==> src/temporal_frame_averager_defines.svh <==
// Assertion macros for the temporal frame averager.
// Included by the modules that carry concurrent checks; no other dependencies.
`ifndef TEMPORAL_FRAME_AVERAGER_DEFINES_SVH
`define TEMPORAL_FRAME_AVERAGER_DEFINES_SVH

`ifndef SYNTH
`define TFA_ASSERT_IMP(label, clk, rst_n, ante, cons) \
    label: assert property (@(posedge clk) disable iff (!rst_n) (ante) |-> (cons)) \
        else $error("tfa check failed");
`define TFA_ASSERT_NEXT(label, clk, rst_n, ante, cons) \
    label: assert property (@(posedge clk) disable iff (!rst_n) (ante) |=> (cons)) \
        else $error("tfa check failed");
`else
`define TFA_ASSERT_IMP(label, clk, rst_n, ante, cons)
`define TFA_ASSERT_NEXT(label, clk, rst_n, ante, cons)
`endif

`endif

==> src/tfa_pkg.sv <==
// Shared types, codes and the divider step function for the frame averager.
// No dependencies.
`default_nettype none

package tfa_pkg;

    localparam int SUM_W      = 23;
    localparam int SAMPLE_W   = 16;
    localparam int FRAMES_W   = 7;
    localparam int FMT_W      = 2;
    localparam int ELEMS_W    = 21;
    localparam int CFG_IDX_W  = 2;
    localparam int CFG_DATA_W = ELEMS_W;
    localparam int CHUNK_W    = 8;
    localparam int DIV_STAGES = 3;
    localparam int DVD_W      = CHUNK_W * DIV_STAGES;

    localparam logic [FMT_W-1:0] FMT_8BIT   = 2'd0;
    localparam logic [FMT_W-1:0] FMT_LE16   = 2'd1;
    localparam logic [FMT_W-1:0] FMT_BE16   = 2'd2;
    localparam logic [FMT_W-1:0] FMT_UNUSED = 2'd3;

    localparam logic CMD_SAMPLE = 1'b0;
    localparam logic CMD_FLUSH  = 1'b1;

    localparam logic [CFG_IDX_W-1:0] REG_FRAMES   = 2'd0;
    localparam logic [CFG_IDX_W-1:0] REG_FORMAT   = 2'd1;
    localparam logic [CFG_IDX_W-1:0] REG_ELEMENTS = 2'd2;

    localparam logic [FRAMES_W-1:0] FRAMES_RESET   = 7'd10;
    localparam logic [FMT_W-1:0]    FORMAT_RESET   = FMT_8BIT;
    localparam logic [ELEMS_W-1:0]  ELEMENTS_RESET = 21'd1048576;

    typedef struct packed {
        logic [FRAMES_W-1:0] divisor;
        logic [FMT_W-1:0]    fmt;
        logic                last;
    } div_side_t;

    // eight restoring steps: returns {remainder, quotient bits}
    function automatic logic [FRAMES_W+CHUNK_W-1:0] div_chunk(
        input logic [FRAMES_W-1:0] rem_in,
        input logic [CHUNK_W-1:0]  bits,
        input logic [FRAMES_W-1:0] divisor
    );
        logic [FRAMES_W-1:0] rem;
        logic [FRAMES_W:0]   trial;
        logic [CHUNK_W-1:0]  quo;
        rem = rem_in;
        quo = '0;
        for (int i = CHUNK_W - 1; i >= 0; i--)
        begin
            trial = {rem, bits[i]};
            if (trial >= {1'b0, divisor})
            begin
                rem    = FRAMES_W'(trial - {1'b0, divisor});
                quo[i] = 1'b1;
            end
            else
            begin
                rem = trial[FRAMES_W-1:0];
            end
        end
        return {rem, quo};
    endfunction

    function automatic logic [SAMPLE_W-1:0] swap_bytes(input logic [SAMPLE_W-1:0] v);
        return {v[7:0], v[15:8]};
    endfunction

endpackage

`default_nettype wire

==> src/tfa_divider.sv <==
// Pipelined restoring divider, eight quotient bits per stage, with stall.
// Uses tfa_pkg (div_chunk, div_side_t) and the assertion macro header.
`default_nettype none
`include "temporal_frame_averager_defines.svh"

module tfa_divider (
    input  wire                        clk,
    input  wire                        rst_n,
    input  wire                        in_valid,
    output logic                       in_ready,
    input  wire  [tfa_pkg::SUM_W-1:0]  in_dividend,
    input  tfa_pkg::div_side_t         in_side,
    output logic                       out_valid,
    input  wire                        out_ready,
    output logic [tfa_pkg::DVD_W-1:0]  out_quot,
    output tfa_pkg::div_side_t         out_side
);
    import tfa_pkg::*;

    logic                v_reg    [0:DIV_STAGES];
    logic [DVD_W-1:0]    dvd_reg  [0:DIV_STAGES];
    logic [FRAMES_W-1:0] rem_reg  [0:DIV_STAGES];
    logic [DVD_W-1:0]    quo_reg  [0:DIV_STAGES];
    div_side_t           side_reg [0:DIV_STAGES];

    logic                       en   [0:DIV_STAGES];
    logic [FRAMES_W+CHUNK_W-1:0] step [1:DIV_STAGES];

    always_comb
    begin
        en[DIV_STAGES] = !v_reg[DIV_STAGES] || out_ready;
        for (int s = DIV_STAGES - 1; s >= 0; s--)
        begin
            en[s] = !v_reg[s] || en[s+1];
        end
        for (int s = 1; s <= DIV_STAGES; s++)
        begin
            step[s] = div_chunk(rem_reg[s-1], dvd_reg[s-1][DVD_W-1 -: CHUNK_W],
                                side_reg[s-1].divisor);
        end
    end

    assign in_ready  = en[0];
    assign out_valid = v_reg[DIV_STAGES];
    assign out_quot  = quo_reg[DIV_STAGES];
    assign out_side  = side_reg[DIV_STAGES];

    always_ff @(posedge clk or negedge rst_n)
    begin
        if (!rst_n)
        begin
            for (int s = 0; s <= DIV_STAGES; s++)
            begin
                v_reg[s] <= 1'b0;
            end
        end
        else
        begin
            if (en[0])
            begin
                v_reg[0] <= in_valid;
            end
            for (int s = 1; s <= DIV_STAGES; s++)
            begin
                if (en[s])
                begin
                    v_reg[s] <= v_reg[s-1];
                end
            end
        end
    end

    always_ff @(posedge clk)
    begin
        if (en[0] && in_valid)
        begin
            dvd_reg[0]  <= DVD_W'(in_dividend);
            rem_reg[0]  <= '0;
            quo_reg[0]  <= '0;
            side_reg[0] <= in_side;
        end
        for (int s = 1; s <= DIV_STAGES; s++)
        begin
            if (en[s] && v_reg[s-1])
            begin
                dvd_reg[s]  <= dvd_reg[s-1] << CHUNK_W;
                rem_reg[s]  <= step[s][FRAMES_W+CHUNK_W-1:CHUNK_W];
                quo_reg[s]  <= {quo_reg[s-1][DVD_W-CHUNK_W-1:0], step[s][CHUNK_W-1:0]};
                side_reg[s] <= side_reg[s-1];
            end
        end
    end

    `TFA_ASSERT_IMP(a_rem_below_divisor, clk, rst_n, v_reg[DIV_STAGES], rem_reg[DIV_STAGES] < side_reg[DIV_STAGES].divisor)

endmodule

`default_nettype wire

==> config.mk <==
export PLATFORM = sky130hd
export DESIGN_NAME = tfa_divider
export DESIGN_NICKNAME = d
export VERILOG_FILES = /design/src/tfa_pkg.sv /design/src/tfa_divider.sv
export VERILOG_INCLUDE_DIRS = /design/src /design/src/src
export SDC_FILE = /design/constraint.sdc
export NUM_CORES = 1
export LEC_CHECK = 0
export BUFFER_PORTS_ARGS = -buffer_cell sky130_fd_sc_hd__buf_2
export CAP_MARGIN = 20
export CORE_ASPECT_RATIO = 0.9
export CORE_MARGIN = 5
export CORE_UTILIZATION = 60
export CTS_CLUSTER_DIAMETER = 120
export CTS_CLUSTER_SIZE = 28
export DETAILED_ROUTE_END_ITERATION = 12
export PLACE_DENSITY_LB_ADDON = 0.08
export SLEW_MARGIN = 10
export SYNTH_ARGS = -nofsm -noshare
export SYNTH_HDL_FRONTEND = slang
export SYNTH_SLANG_ARGS = --single-unit
==> constraint.sdc <==
create_clock -name clk -period 43.9 [get_ports clk]
set_clock_uncertainty 0.15 [all_clocks]
set_input_delay 8.78 -clock clk [delete_from_list [all_inputs] [get_ports clk]]
set_output_delay 8.78 -clock clk [all_outputs]
set_load 0.05 [all_outputs]
Yosys cells after proc, flatten, opt, wreduce, memory -nomap -nowiden
Memories as Yosys holds them, arrays and structs flattened.
Cells that the tools add are included.
{ "classes": {"muxes": 56, "reduce_logical": 12, "addsub": 24, "magnitude_cmp": 24} }
{ "ops": {"columns": ["op", "n"], "rows": [
  ["8-bit by 7-bit greater-or-equal comparator with 1-bit output", 24],
  ["7-bit 2-to-1 mux", 24],
  ["7-bit subtractor", 24],
  ["1-bit 2-to-1 mux", 32],
  ["1-bit logical AND", 4],
  ["1-bit zero test", 4],
  ["1-bit logical OR", 4]
]} }
{ "totals": {"output_inout_bits": 36, "ram_bits": 260, "memories": 4, "in_bits": 37, "reg_bits": 4} }
{ "memory_table": {"columns": ["memory", "depth", "width", "rd", "rd_clocked_by_memory_dff", "write_ports", "line_no", "source"], "rows": [
  ["dvd_reg", 4, 24, 3, 0, 4, "tfa_divider.sv:21", "logic [DVD_W-1:0] dvd_reg [0:DIV_STAGES];"],
  ["quo_reg", 4, 24, 4, 0, 4, "tfa_divider.sv:23", "logic [DVD_W-1:0] quo_reg [0:DIV_STAGES];"],
  ["side_reg", 4, 10, 4, 0, 4, "tfa_divider.sv:24", "div_side_t side_reg [0:DIV_STAGES];"],
  ["rem_reg", 4, 7, 3, 0, 4, "tfa_divider.sv:22", "logic [FRAMES_W-1:0] rem_reg [0:DIV_STAGES];"]
]} }

Logic depth before layout (Yosys ltp)
{ "depth": {"depth_word": 16, "depth_mapped": 91, "ltp_nobuf": 88} }

Worst setup path after synthesis
OpenSTA, ideal clock, no wires.
{ "synth_timing": {"kind": "input-to-output", "start": "in out_ready", "end": "out in_ready", "stages": 2, "t_required_ps": 34970, "arrival_ps": 9536, "path_slack_ps": 25434, "cell_sequence": "nor2b_1 nand4_1"} }
{ "synth_between": {"elab_chain_cells": 4} }
{ "synth_lines": {"columns": ["element", "line_no", "source"], "rows": [
  ["start, declared", "tfa_divider.sv:14", "input wire out_ready,"],
  ["1-bit logical OR", "tfa_divider.sv:31", "en[DIV_STAGES] = !v_reg[DIV_STAGES] || out_ready;"],
  ["1-bit logical OR (3 in series)", "tfa_divider.sv:34", "en[s] = !v_reg[s] || en[s+1];"],
  ["end, declared", "tfa_divider.sv:10", "output logic in_ready,"]
]} }
Every way passes these cells.

==> qor.csv <==
metric,value,unit
yosysTopAreaCellShare,34.2,%
start_util,60.6,%
grt_pass1_wl,47600,µm
synth_common_cells,"ha_1, edfxtp_1, inv_1",
fin_nets,1593,
final_core_util,66.6,%
yosysWarningCount,0,
ys_ff_latch,153,
ys_types,89,
cts_tree,built,
startpoint_type,flop,
ios,73,
dieArea,24900,µm²
worstSetupPathType,flop to flop,
ys.flop_type,edfxtp_1,
status,completed,
hold_path.class,flop to flop,
cts-buffers-inserted,17,
antenna_cells,0,
hpwlAfterDp,21600,µm
die_w,166,µm
grt_pass1_vias,9551,
clock-root-buffer,clkbuf_16,
postSynth.asyncResetShare,2.61,%
multi_input_area,7930,µm²
h-tree-depth,4,
avgRoutedWirePerCell,17.3,µm
grt_overflow,0,
path_max_fanout,21,
synth.most_common_cell,ha_1,
post_cts_resized,0,
cts.clk_slew.worst_paths,70,ps
drc,0,
critPathTopFamily,compound AO/OA/AOI/OAI gates,
antenna_found_initial,0,
fin_crit_sh,43.1,%
placed_cell_area,13800,µm²
met3_length,1270,µm
postCtsSetupRepairBufs,0,
rows,51,
cts_buffer_depth,2,
clock-sinks,153,
synth.avg_cell_area,10.2,µm²
timing.setup.tns,0,ps
drtIter0Drc,598,
relSlewSlack,26.5,%
die_h,150,µm
avgViaCountPerCell,5.86,
fillers,1719,
seq_area_frac_synth,35.0,%
drt-total-wl,29000,µm
grtUsageTotal,23.6,%
m1WireLength,13500,µm
synthCells,1287,
setup_viol,0,
cp.arrival,18910,ps
largest_reg_flops,48,
hold_viol,0,
grt_max_degree,42,
yosys.area.top_type,edfxtp_1,
gp_congestion,0.890,
wl_met2,13700,µm
ant_nets,0,
design.core.area,21600,µm²
dr.max_layer_used,met4,
area_delta_synth_final,9.85,%
synth_area,13100,µm²
tightest_slew,1100,ps
synth_edf_count,149,
slowest_stage,edfxtp_1,
clock_latency,430,ps
firstDrtPassIters,9,
worstSetupEndpointType,flop,
layout-drive-gt1-share,13.4,%
cpMostUsedCell,o21ai_0,
hold_buffers,0,
fin_area,14400,µm²
regArea,4570,µm²
fmax,52.9,MHz
cp.required,43900,ps
io_buffers,72,
slew_viol_final,0,
vias,9822,
ys_top_cells_by_area,"edfxtp_1, ha_1, inv_1",
crit_buf_inv,3,
drv_cap,0,
rsz0062_at_grt,no,
critPathMaxStageDelay,720,ps
fin_crit,18910,ps
-- cells in the final DEF, fill, tap and decap left out, drive strengths merged, types with 7 or more instances in the layout --
master | netlist | layout
ha | 162 | 162
edfxtp | 149 | 149
inv | 136 | 144
o21ai | 88 | 88
a21oi | 78 | 78
buf | 8 | 75
nand2 | 67 | 67
nor2 | 65 | 65
a21o | 49 | 49
xnor2 | 44 | 44
mux2 | 37 | 37
xor2 | 35 | 35
nand2b | 33 | 33
nor2b | 33 | 33
nor3 | 27 | 27
mux2i | 26 | 26
nand3 | 23 | 23
o21a | 22 | 22
fa | 22 | 22
nand4 | 20 | 20
clkbuf | 2 | 18
o21bai | 14 | 14
o221ai | 12 | 12
and2 | 9 | 9
a21boi | 8 | 8
a31oi | 8 | 8
o22ai | 8 | 8
o211ai | 7 | 7
a211oi | 7 | 7
-- worst paths after layout --
check,from,end,slack (ps),depth (start not counted)
worst max-delay path,side_reg[1][3]$_DFFE_PP_,rem_reg[2][4]$_DFFE_PP_,24990,73
worst min-delay path,side_reg[2][2]$_DFFE_PP_,side_reg[3][2]$_DFFE_PP_,270,0
worst max register to register,side_reg[1][3]$_DFFE_PP_,rem_reg[2][4]$_DFFE_PP_,24990,73
worst min register to register,side_reg[2][2]$_DFFE_PP_,side_reg[3][2]$_DFFE_PP_,270,0
max in group asynchronous,rst_n,v_reg[2]$_DFFE_PN0P_,35490,1
min in group asynchronous,rst_n,v_reg[3]$_DFFE_PN0N_,7990,1
-- final cells by class --
class	instances	share of cell area, %
multi-input combinational	989	55.2
clock inverter	14	1.07
inverter	136	3.61
timing repair buffer	75	2.75
sequential	153	31.8
tap	291	2.53
clock buffer	18	2.99
-- stage by stage --
stage | hold slack [ps] | cells | setup slack (ps)
after floorplan | 250 | 1288 | 25430
after global routing | 275 | 1676 | 23610
final | 269 | 1676 | 24990
after CTS | 268 | 1675 | 25260
after global placement | 251 | 1643 | 25330
after detailed placement | 256 | 1643 | 25280
-- cell families (layout without fill, tap and decap cells) --
logic type,count (synthesis),after routing,synth area share [%]
muxes,63,63,5.36
xor gates and xnor gates,79,79,5.29
buffers and inverters,146,243,4.49
other,1,2,0.0287
adders and majority gates,184,184,18.9
DFF,153,153,35.0
and+or+nand+nor,309,309,12.2
AOI/OAI and AO/OA,352,352,18.8
-- layer usage --
layer	vias to the layer above	track usage, %
met5	-	0
li1	4957	-
met4	0	5.94
met2	227	40.0
met3	36	3.99
met1	4602	31.9
-- worst register-to-register path: cells and delay by family (launching register included) --
kind	cells	cell delay (ps)
AOI/OAI and AO/OA	42	10030
and+or+nand+nor	16	3310
adders and majority gates	9	3030
muxes	3	1100
DFF	1	720
buffers and inverters	3	310
Power is left out: the tool's default activity adds up to more than one toggle a clock period on the data nets, which glitch-free logic cannot reach.
